===== src/rtl/core/spq_pkg.sv =====
package spq_pkg;

   parameter int DEFAULT_CAPACITY    = 8;
   parameter int DEFAULT_VALUE_WIDTH = 32;

   typedef enum logic {
      OP_INSERT = 1'b0,
      OP_REMOVE = 1'b1
   } op_type;

   typedef enum logic [1:0] {
      STATUS_DONE     = 2'd0,
      STATUS_OVERFLOW = 2'd1,
      STATUS_EMPTY    = 2'd2
   } status_type;

   typedef enum logic [2:0] {
      ST_IDLE,
      ST_DISPATCH,
      ST_INS_CMP,
      ST_INS_PUT,
      ST_REM_HEAD,
      ST_REM_SHIFT,
      ST_FINISH
   } state_type;

   typedef enum logic [2:0] {
      ADDR_ZERO,
      ADDR_SLOT,
      ADDR_SLOT_M1,
      ADDR_SLOT_M2,
      ADDR_SLOT_P1
   } addr_sel_type;

   typedef enum logic [1:0] {
      SLOT_HOLD,
      SLOT_DEC,
      SLOT_INC,
      SLOT_ONE
   } slot_op_type;

   typedef struct packed {
      logic         load;
      logic         rd_en;
      addr_sel_type rd_sel;
      logic         wr_en;
      addr_sel_type wr_sel;
      logic         wr_value;
      slot_op_type  slot_op;
      logic         cnt_inc;
      logic         cnt_dec;
      logic         take_removed;
      logic         set_status;
      status_type   status;
      logic         rsp_load;
   } cmd_type;

   typedef struct packed {
      op_type op;
      logic   full;
      logic   empty;
      logic   slot_zero;
      logic   slot_one;
      logic   slot_last;
      logic   head_last;
      logic   ge;
      logic   rsp_free;
   } stat_type;

endpackage


===== src/rtl/core/spq_ctrl.sv =====
module spq_ctrl (
   input  logic              clock,
   input  logic              reset,
   input  logic              req_valid,
   output logic              req_ready,
   input  spq_pkg::stat_type stat,
   output spq_pkg::cmd_type  cmd
);
   import spq_pkg::*;

   state_type state_ff;
   state_type state_in;

   always_ff @(posedge clock) begin
      if (reset) begin
         state_ff <= ST_IDLE;
      end else begin
         state_ff <= state_in;
      end
   end

   always_comb begin
      state_in      = state_ff;
      cmd           = '0;
      cmd.rd_sel    = ADDR_ZERO;
      cmd.wr_sel    = ADDR_SLOT;
      cmd.slot_op   = SLOT_HOLD;
      cmd.status    = STATUS_DONE;
      req_ready     = 1'b0;
      case (state_ff)
         ST_IDLE: begin
            req_ready = 1'b1;
            if (req_valid) begin
               cmd.load = 1'b1;
               state_in = ST_DISPATCH;
            end
         end
         ST_DISPATCH: begin
            if (stat.op == OP_INSERT) begin
               if (stat.full) begin
                  cmd.set_status = 1'b1;
                  cmd.status     = STATUS_OVERFLOW;
                  state_in       = ST_FINISH;
               end else if (stat.slot_zero) begin
                  cmd.wr_en    = 1'b1;
                  cmd.wr_sel   = ADDR_SLOT;
                  cmd.wr_value = 1'b1;
                  cmd.cnt_inc  = 1'b1;
                  state_in     = ST_FINISH;
               end else begin
                  cmd.rd_en  = 1'b1;
                  cmd.rd_sel = ADDR_SLOT_M1;
                  state_in   = ST_INS_CMP;
               end
            end else begin
               if (stat.empty) begin
                  cmd.set_status = 1'b1;
                  cmd.status     = STATUS_EMPTY;
                  state_in       = ST_FINISH;
               end else begin
                  cmd.rd_en   = 1'b1;
                  cmd.rd_sel  = ADDR_ZERO;
                  cmd.slot_op = SLOT_ONE;
                  state_in    = ST_REM_HEAD;
               end
            end
         end
         ST_INS_CMP: begin
            if (stat.ge) begin
               cmd.wr_en   = 1'b1;
               cmd.wr_sel  = ADDR_SLOT;
               cmd.slot_op = SLOT_DEC;
               if (stat.slot_one) begin
                  state_in = ST_INS_PUT;
               end else begin
                  cmd.rd_en  = 1'b1;
                  cmd.rd_sel = ADDR_SLOT_M2;
               end
            end else begin
               cmd.wr_en    = 1'b1;
               cmd.wr_sel   = ADDR_SLOT;
               cmd.wr_value = 1'b1;
               cmd.cnt_inc  = 1'b1;
               state_in     = ST_FINISH;
            end
         end
         ST_INS_PUT: begin
            cmd.wr_en    = 1'b1;
            cmd.wr_sel   = ADDR_SLOT;
            cmd.wr_value = 1'b1;
            cmd.cnt_inc  = 1'b1;
            state_in     = ST_FINISH;
         end
         ST_REM_HEAD: begin
            cmd.take_removed = 1'b1;
            if (stat.head_last) begin
               cmd.cnt_dec = 1'b1;
               state_in    = ST_FINISH;
            end else begin
               cmd.rd_en  = 1'b1;
               cmd.rd_sel = ADDR_SLOT;
               state_in   = ST_REM_SHIFT;
            end
         end
         ST_REM_SHIFT: begin
            cmd.wr_en  = 1'b1;
            cmd.wr_sel = ADDR_SLOT_M1;
            if (stat.slot_last) begin
               cmd.cnt_dec = 1'b1;
               state_in    = ST_FINISH;
            end else begin
               cmd.rd_en   = 1'b1;
               cmd.rd_sel  = ADDR_SLOT_P1;
               cmd.slot_op = SLOT_INC;
            end
         end
         ST_FINISH: begin
            if (stat.rsp_free) begin
               cmd.rsp_load = 1'b1;
               state_in     = ST_IDLE;
            end
         end
         default: begin
            state_in = ST_IDLE;
         end
      endcase
   end

endmodule


===== src/rtl/core/spq_datapath.sv =====
module spq_datapath #(
   parameter int CAPACITY    = spq_pkg::DEFAULT_CAPACITY,
   parameter int VALUE_WIDTH = spq_pkg::DEFAULT_VALUE_WIDTH
) (
   input  logic                              clock,
   input  logic                              reset,
   input  spq_pkg::cmd_type                  cmd,
   output spq_pkg::stat_type                 stat,
   input  spq_pkg::op_type                   req_operation,
   input  logic signed [VALUE_WIDTH-1:0]     req_value_in,
   output logic                              rsp_valid,
   input  logic                              rsp_ready,
   output spq_pkg::status_type               rsp_status,
   output logic signed [VALUE_WIDTH-1:0]     rsp_removed_value,
   output logic [$clog2(CAPACITY+1)-1:0]     rsp_entry_count
);
   import spq_pkg::*;

   localparam int CW = $clog2(CAPACITY + 1);
   localparam int AW = $clog2(CAPACITY);

   logic signed [VALUE_WIDTH-1:0] store_ff [CAPACITY];

   op_type                        op_ff;
   logic signed [VALUE_WIDTH-1:0] value_ff;
   logic [CW-1:0]                 slot_ff;
   logic [CW-1:0]                 slot_in;
   logic [CW-1:0]                 count_ff;
   logic [CW-1:0]                 count_in;
   logic signed [VALUE_WIDTH-1:0] rd_data_ff;
   logic signed [VALUE_WIDTH-1:0] removed_ff;
   status_type                    status_ff;
   logic                          rsp_valid_ff;
   logic                          rsp_valid_in;
   status_type                    rsp_status_ff;
   logic signed [VALUE_WIDTH-1:0] rsp_removed_ff;
   logic [CW-1:0]                 rsp_count_ff;
   logic [AW-1:0]                 rd_addr;
   logic [AW-1:0]                 wr_addr;
   logic signed [VALUE_WIDTH-1:0] wr_data;

   function automatic logic [AW-1:0] addr_of(input addr_sel_type sel,
                                             input logic [CW-1:0] slot);
      logic [CW-1:0] a;
      case (sel)
         ADDR_ZERO:    a = '0;
         ADDR_SLOT:    a = slot;
         ADDR_SLOT_M1: a = slot - CW'(1);
         ADDR_SLOT_M2: a = slot - CW'(2);
         ADDR_SLOT_P1: a = slot + CW'(1);
         default:      a = '0;
      endcase
      return a[AW-1:0];
   endfunction

   always_comb begin
      rd_addr = addr_of(cmd.rd_sel, slot_ff);
      wr_addr = addr_of(cmd.wr_sel, slot_ff);
      wr_data = cmd.wr_value ? value_ff : rd_data_ff;
   end

   // sorted store, one write and one registered read per cycle
   always_ff @(posedge clock) begin
      if (cmd.wr_en) begin
         store_ff[wr_addr] <= wr_data;
      end
      if (cmd.rd_en) begin
         rd_data_ff <= store_ff[rd_addr];
      end
   end

   always_comb begin
      case (cmd.slot_op)
         SLOT_HOLD: slot_in = slot_ff;
         SLOT_DEC:  slot_in = slot_ff - CW'(1);
         SLOT_INC:  slot_in = slot_ff + CW'(1);
         SLOT_ONE:  slot_in = CW'(1);
         default:   slot_in = slot_ff;
      endcase
      if (cmd.load) begin
         slot_in = count_ff;
      end
      count_in = count_ff;
      if (cmd.cnt_inc) begin
         count_in = count_ff + CW'(1);
      end else if (cmd.cnt_dec) begin
         count_in = count_ff - CW'(1);
      end
      rsp_valid_in = rsp_valid_ff;
      if (cmd.rsp_load) begin
         rsp_valid_in = 1'b1;
      end else if (rsp_ready) begin
         rsp_valid_in = 1'b0;
      end
   end

   always_ff @(posedge clock) begin
      if (reset) begin
         count_ff     <= '0;
         rsp_valid_ff <= 1'b0;
      end else begin
         count_ff     <= count_in;
         rsp_valid_ff <= rsp_valid_in;
      end
   end

   always_ff @(posedge clock) begin
      slot_ff <= slot_in;
      if (cmd.load) begin
         op_ff      <= req_operation;
         value_ff   <= req_value_in;
         removed_ff <= '0;
         status_ff  <= STATUS_DONE;
      end else begin
         if (cmd.take_removed) begin
            removed_ff <= rd_data_ff;
         end
         if (cmd.set_status) begin
            status_ff <= cmd.status;
         end
      end
      if (cmd.rsp_load) begin
         rsp_status_ff  <= status_ff;
         rsp_removed_ff <= removed_ff;
         rsp_count_ff   <= count_ff;
      end
   end

   always_comb begin
      stat.op        = op_ff;
      stat.full      = (count_ff == CW'(CAPACITY));
      stat.empty     = (count_ff == '0);
      stat.slot_zero = (slot_ff == '0);
      stat.slot_one  = (slot_ff == CW'(1));
      stat.slot_last = ((slot_ff + CW'(1)) == count_ff);
      stat.head_last = (slot_ff == count_ff);
      stat.ge        = (rd_data_ff >= value_ff);
      stat.rsp_free  = !rsp_valid_ff || rsp_ready;
   end

   assign rsp_valid         = rsp_valid_ff;
   assign rsp_status        = rsp_status_ff;
   assign rsp_removed_value = rsp_removed_ff;
   assign rsp_entry_count   = rsp_count_ff;

endmodule


===== src/rtl/core/sorted_array_priority_queue.sv =====
// ascending priority queue held in a sorted, compacted store
// req channel: req_operation (insert or remove smallest) and req_value_in,
//   taken on req_valid and req_ready; one word is worked on at a time
// rsp channel: rsp_status, rsp_removed_value and rsp_entry_count, one word
//   for every request word, held in an output register until rsp_ready
// insert walks down from the top entry, shifting one slot per cycle until
//   the new value finds its place; remove reads slot zero, then moves each
//   remaining entry down one slot per cycle
// a refused request or an insert into an empty store needs no walk; an
//   insert below every entry or a removal from a full store walks the
//   whole store;
//   the store's single read and single write port set one slot per cycle
// a request may be accepted while the previous result still waits; a
//   stalled rsp side holds the finished result and the next one waits
//   until the output register frees
// reset empties the queue and drops any pending result; store contents
//   need no clearing, as only slots below the count are ever read
module sorted_array_priority_queue #(
   parameter int CAPACITY    = spq_pkg::DEFAULT_CAPACITY,
   parameter int VALUE_WIDTH = spq_pkg::DEFAULT_VALUE_WIDTH
) (
   input  logic                              clock,
   input  logic                              reset,
   input  logic                              req_valid,
   output logic                              req_ready,
   input  spq_pkg::op_type                   req_operation,
   input  logic signed [VALUE_WIDTH-1:0]     req_value_in,
   output logic                              rsp_valid,
   input  logic                              rsp_ready,
   output spq_pkg::status_type               rsp_status,
   output logic signed [VALUE_WIDTH-1:0]     rsp_removed_value,
   output logic [$clog2(CAPACITY+1)-1:0]     rsp_entry_count
);
   import spq_pkg::*;

   localparam int CW = $clog2(CAPACITY + 1);

   cmd_type  cmd;
   stat_type stat;

   spq_ctrl u_ctrl (
      .clock     (clock),
      .reset     (reset),
      .req_valid (req_valid),
      .req_ready (req_ready),
      .stat      (stat),
      .cmd       (cmd)
   );

   spq_datapath #(
      .CAPACITY    (CAPACITY),
      .VALUE_WIDTH (VALUE_WIDTH)
   ) u_datapath (
      .clock             (clock),
      .reset             (reset),
      .cmd               (cmd),
      .stat              (stat),
      .req_operation     (req_operation),
      .req_value_in      (req_value_in),
      .rsp_valid         (rsp_valid),
      .rsp_ready         (rsp_ready),
      .rsp_status        (rsp_status),
      .rsp_removed_value (rsp_removed_value),
      .rsp_entry_count   (rsp_entry_count)
   );

`ifndef SYNTH
   a_one_at_a_time: assert property (@(posedge clock) disable iff (reset)
      (req_valid && req_ready) |=> !req_ready)
      else $error("request accepted while busy");

   a_count_bound: assert property (@(posedge clock) disable iff (reset)
      rsp_valid |-> (rsp_entry_count <= CW'(CAPACITY)))
      else $error("entry count beyond capacity");

   a_overflow_full: assert property (@(posedge clock) disable iff (reset)
      (rsp_valid && rsp_status == STATUS_OVERFLOW) |->
      (rsp_entry_count == CW'(CAPACITY) && rsp_removed_value == '0))
      else $error("overflow reported on a store that is not full");

   a_empty_zero: assert property (@(posedge clock) disable iff (reset)
      (rsp_valid && rsp_status == STATUS_EMPTY) |->
      (rsp_entry_count == '0 && rsp_removed_value == '0))
      else $error("empty reported on a store holding entries");
`endif

endmodule

===== config.mk =====
export PLATFORM = sky130hd
export DESIGN_NAME = sorted_array_priority_queue
export DESIGN_NICKNAME = d
export VERILOG_FILES = /design/src/rtl/core/spq_pkg.sv /design/src/rtl/core/spq_ctrl.sv /design/src/rtl/core/spq_datapath.sv /design/src/rtl/core/sorted_array_priority_queue.sv
export SDC_FILE = /design/constraint.sdc
export NUM_CORES = 1
export LEC_CHECK = 0
export ABC_AREA = 0
export ABC_CLOCK_PERIOD_IN_PS = 3900
export BUFFER_PORTS_ARGS = -buffer_cell sky130_fd_sc_hd__clkbuf_2
export CAP_MARGIN = 15
export CORE_MARGIN = 2
export CORE_UTILIZATION = 55
export CTS_CLUSTER_DIAMETER = 100
export CTS_CLUSTER_SIZE = 16
export DETAILED_ROUTE_END_ITERATION = 6
export MAX_ROUTING_LAYER = met4
export PLACE_DENSITY = 0.83
export SLEW_MARGIN = 0
export SYNTH_ARGS = -nofsm -noshare
export SYNTH_HDL_FRONTEND = slang
export SYNTH_SLANG_ARGS = --single-unit

===== constraint.sdc =====
create_clock -name clock -period 3.9 [get_ports clock]
set_input_delay 0.78 -clock clock [delete_from_list [all_inputs] [get_ports clock]]
set_output_delay 0.78 -clock clock [all_outputs]
set_load 0.02 [all_outputs]

==> tab_implementation.tex <==
\begin{tabular}{lr}
\hline
Metric & Value \\
\hline
\multicolumn{2}{l}{\textbf{Synthesis}} \\
Number of enable flip-flop cells after synthesis & about 360 \\
Most used standard cell by instance count after synthesis & sky130\_fd\_sc\_hd\_\_edfxtp\_1 \\
Count of distinct cell types in the synthesized netlist & 67 \\
Yosys top cell area share & 0.657 \\
Share of async-settable or async-resettable flops after synthesis & 0 \\
Synth Warn \# & 0 \\
Area contributors post-synth & sky130\_fd\_sc\_hd\_\_edfxtp\_1 66\%, sky130\_fd\_sc\_hd\_\_dfxtp\_1 5.1\%, sky130\_fd\_sc\_hd\_\_mux2i\_1 4.5\% \\
Post-synthesis net count & 1197 \\
Most frequent cells after synthesis & 363 x sky130\_fd\_sc\_hd\_\_edfxtp\_1, 129 x sky130\_fd\_sc\_hd\_\_nand2\_1, 74 x sky130\_fd\_sc\_hd\_\_mux2i\_1 \\
FF+latch count, synth & $\sim$400 \\
Prevailing post-synth register cell & sky130\_fd\_sc\_hd\_\_edfxtp\_1 \\
Library cell occupying the most area in the post-synthesis netlist & sky130\_fd\_sc\_hd\_\_edfxtp\_1 \\
Area of the mapped netlist & 16600 um2 \\
Seq/Total Area, Yosys & 0.707 \\
Avg Inst Size Synth & 14.8 um2 \\
Post-Syn Instances & 1119 \\
\multicolumn{2}{l}{\textbf{Routing}} \\
Number of vias in the routed layout & roughly 10000 \\
1st-iter DRT viols & about 1200 \\
Drt via density & $\sim$6.1 \\
Routed wire length on met3 & around 3300 um \\
Average detailed-routed wire length per instance & approximately 22 um \\
Final routed DRC violation total & 0 \\
DRT met1 WL & roughly 14000 um \\
Final antenna-violating net count & 0 \\
DR pass1 iterations & 7 \\
Drt total wl & approximately 36000 um \\
Met2 wire length & roughly 18000 um \\
Highest metal layer with signal wires & met4 \\
\multicolumn{2}{l}{\textbf{CTS}} \\
CTS H-tree depth & 1 \\
Clock-pin slew of the registers on the worst-case setup and hold paths & approximately 70 ps \\
Clk\_lat worst skew & $\sim$580 ps \\
Buffer type at the clock tree root & sky130\_fd\_sc\_hd\_\_clkbuf\_16 \\
TritonCTS buffer count & 29 \\
Deepest clock path buffer count & 3 \\
Num Clock Sinks & 405 \\
TritonCTS clock tree & built \\
Number of hold buffers added after cts & 0 \\
\multicolumn{2}{l}{\textbf{Critical path}} \\
Setup crit start kind & flop \\
Critical-path top delay cell & sky130\_fd\_sc\_hd\_\_edfxtp\_1 \\
R2r endpoint & u\_datapath.rd\_data\_ff[0] \\
Critical Path Fanout Max & 19 \\
Biggest cell delay along the critical path & 490 ps \\
Worst Path Arrival & just over 4000 ps \\
Critical path's most frequent cell & sky130\_fd\_sc\_hd\_\_buf\_12 \\
Data required time of the worst path & between 4000 and 5000 ps \\
Type of the setup path with the least slack & flop to flop \\
Crit end category & flop \\
Cells along the critical path & ha\_1, nand4\_2, nor4\_2, a21oi\_1, a31oi\_2, o21bai\_4, o21ai\_4, buf\_12, buf\_12, mux2i\_1, mux2\_2, a211oi\_2 \\
RR Startpoint & u\_datapath.rd\_data\_ff[30] \\
R2R depth & 12 \\
Flop2flop setup slack & approximately 150 ps \\
\multicolumn{2}{l}{\textbf{Layout}} \\
Final \#Nets & around 1300 \\
Share of final-layout standard cells stronger than drive strength 1 & 0.186 \\
Core occupancy in the finished layout & 0.632 \\
Final standard cell area without fillers & about 19000 um2 \\
Total inserted antenna cells & 0 \\
Fillers & $\sim$2100 \\
Post-layout instance count excluding filler cells & about 1700 \\
Area delta synth->final & 13.0\% \\
\multicolumn{2}{l}{\textbf{Power}} \\
PwrDens & approximately 900 nW/um2 \\
Clock share of power & 0.166 \\
Cell-internal power & approximately 11 mW \\
Fraction of power consumed by sequential logic & 0.419 \\
Combinational share of power & 0.414 \\
Overall power after layout & 16.9 mW \\
Leakage power of the design & between 6 and 7 nW \\
Worst vdd rail ir drop & 0.000586 V \\
Switching share of power & 0.371 \\
Switching power summed over all nets & roughly 6.3 mW \\
\multicolumn{2}{l}{\textbf{Floorplanning}} \\
Overall die height & about 180 um \\
I/O pins & just under 80 \\
Standard cell core area & slightly below 30000 um2 \\
Die Wd & between 150 and 200 um \\
Initial core utilization & 0.560 \\
Row cnt & 63 \\
Die footprint & approximately 32000 um2 \\
\multicolumn{2}{l}{\textbf{Min path}} \\
HP Class & primary input to flop \\
Start point of the worst min-delay path & req\_value\_in[12] \\
Hold path endpoint & u\_datapath.value\_ff[12] \\
Hold Path Cell Cnt & 1 \\
\multicolumn{2}{l}{\textbf{Global routing}} \\
Vias in the first global route & 9792 \\
Antenna violations before repair & 0 \\
First-pass GRT wire length & 55200 um \\
Total GRT Usage & 0.238 \\
GRT overflow & 0 \\
Pin count of the biggest net entering global routing & 59 \\
\multicolumn{2}{l}{\textbf{STA}} \\
Max Slew Vio Count & 0 \\
Worst hold margin & around 380 ps \\
Final setup vio count & 0 \\
Tightest Pin Transition & approximately 970 ps \\
Final Hold Viols & 0 \\
Highest Clock Rate & 267 MHz \\
Total negative setup slack & 0 ps \\
Shortest clock period the worst path allows after layout & approximately 3800 ps \\
Worst Skew & 18.8 ps \\
Setup repair after global routing missed its margin & false \\
Worst max-slew margin expressed relative to the limit & 0.349 \\
Worst path setup slack after routing & approximately 150 ps \\
Fin crit share & 0.962 \\
\multicolumn{2}{l}{\textbf{Placement}} \\
I/O Buffers & 76 \\
Pre-CTS WS & approximately 1.4 ps \\
Post-place instance area & approximately 18000 um2 \\
Detailed Place HPWL & between 20000 and 25000 um \\
Cell count after placement & $\sim$1600 \\
Final GP Congestion & $\sim$0.9 \\
\multicolumn{2}{l}{\textbf{Outcome}} \\
Status & finished clean \\
\multicolumn{2}{l}{\textbf{Flow run}} \\
Max-cap check violation count & 0 \\
\hline
\end{tabular}
[timing repair]
action	in CTS	in global routing
gates resized for setup	1	2
pin swaps	0	1
endpoints found under the setup margin	1	12
buffers inserted	0	1
[placed cells by master, fill, tap and decap left out, types with 3 or more instances in the layout]
cell / netlist / final
sky130_fd_sc_hd__edfxtp_1: 363 / 363
sky130_fd_sc_hd__nand2_1: 129 / 129
sky130_fd_sc_hd__clkbuf_2: 0 / 76
sky130_fd_sc_hd__mux2i_1: 74 / 74
sky130_fd_sc_hd__a21oi_1: 56 / 56
sky130_fd_sc_hd__buf_4: 6 / 54
sky130_fd_sc_hd__dfxtp_1: 42 / 42
sky130_fd_sc_hd__o21ai_0: 41 / 40
sky130_fd_sc_hd__ha_1: 40 / 40
sky130_fd_sc_hd__inv_1: 40 / 39
sky130_fd_sc_hd__mux2_2: 37 / 37
sky130_fd_sc_hd__nor2_1: 43 / 34
sky130_fd_sc_hd__clkbuf_16: 0 / 29
sky130_fd_sc_hd__a221oi_1: 27 / 27
sky130_fd_sc_hd__a211oi_1: 26 / 25
sky130_fd_sc_hd__clkbuf_1: 26 / 23
sky130_fd_sc_hd__o22ai_1: 17 / 17
sky130_fd_sc_hd__nor2b_1: 16 / 16
sky130_fd_sc_hd__nor3_1: 13 / 12
sky130_fd_sc_hd__buf_12: 0 / 11
sky130_fd_sc_hd__a221o_1: 8 / 8
sky130_fd_sc_hd__nor2_4: 0 / 8
sky130_fd_sc_hd__xor2_1: 6 / 6
sky130_fd_sc_hd__o211a_1: 6 / 6
sky130_fd_sc_hd__nand4_1: 5 / 5
sky130_fd_sc_hd__mux2_1: 5 / 5
sky130_fd_sc_hd__nand2b_1: 4 / 4
sky130_fd_sc_hd__a21o_1: 5 / 4
sky130_fd_sc_hd__xnor2_1: 4 / 4
sky130_fd_sc_hd__and2_1: 4 / 4
sky130_fd_sc_hd__a22oi_1: 4 / 4
sky130_fd_sc_hd__o21a_1: 3 / 3
sky130_fd_sc_hd__or3_1: 3 / 3
sky130_fd_sc_hd__a22o_1: 3 / 3
[metal layers]
metal,global-route usage,vias to the layer above
met3,0.0388,91
met5,-,-
met1,0.313,4843
met4,0.0840,0
li1,-,4488
met2,0.379,565
[cell families (layout without fill, tap and decap cells)]
kind of cell,count (synthesis),in the layout,share of synthesized area
flops,405,405,0.707
simple gates,232,232,0.0623
compound gates,219,219,0.0914
mux,116,116,0.0731
buf+inv,94,235,0.0268
fa+ha+maj,41,41,0.0314
xor+xnor,12,12,0.00761
[critical path: cells and delay by family (launching register included)]
kind / cells / cell delay, ps
fa+ha+maj: 1 / 380
compound gates: 5 / 1350
mux: 2 / 370
flops: 1 / 490
buf+inv: 2 / 420
simple gates: 2 / 510
[power by group through the flow]
stage	Clock (mW)	Combinational (mW)	Sequential, mW
2_1_floorplan	0	4.62	6.96
6_report	2.81	7.00	7.09
3_3_place_gp	0	6.62	7.12
5_1_grt	3.00	7.58	7.15
3_5_place_dp	0	6.87	7.16
4_1_cts	2.86	6.94	7.08
[how the worst max path moves through the flow]
stage,start,end,slack [ps]
after floorplan,u_datapath.slot_ff[0],u_datapath.store_ff[2][0],280
after CTS,u_datapath.rd_data_ff[30],u_datapath.rd_data_ff[0],140
after global placement,u_datapath.rd_data_ff[30],u_datapath.rd_data_ff[0],90
after detailed placement,u_datapath.rd_data_ff[30],u_datapath.rd_data_ff[0],1
after global routing,u_datapath.slot_ff[1],u_datapath.rd_data_ff[0],0.7
final,u_datapath.rd_data_ff[30],u_datapath.rd_data_ff[0],150
[flip-flops by register name (all words and copies together), names as in the netlist]
signal	count
u_datapath.rsp_removed_value	32
u_datapath.op_ff	1
u_datapath.count_ff	4
u_datapath.rsp_entry_count	4
u_datapath.rsp_valid	1
u_datapath.status_ff	2
u_datapath.removed_ff	32
u_datapath.slot_ff	4
u_datapath.store_ff	256
u_datapath.rsp_status	2
u_datapath.value_ff	32
u_ctrl.state_ff	3
u_datapath.rd_data_ff	32
[layout make-up]
class | count | area, um2 | area share
Timing Repair Buffer | 141 | 1010 | 0.0537
Inverter | 40 | 150 | 0.00801
Multi-Input combinational cell | 620 | 4510 | 0.241
Clock inverter | 2 | 36.3 | 0.00194
Clock buffer | 52 | 812 | 0.0433
Sequential cell | 405 | 11700 | 0.626
Tap cell | 390 | 488 | 0.0260
(Power assumes the default switching activity.)
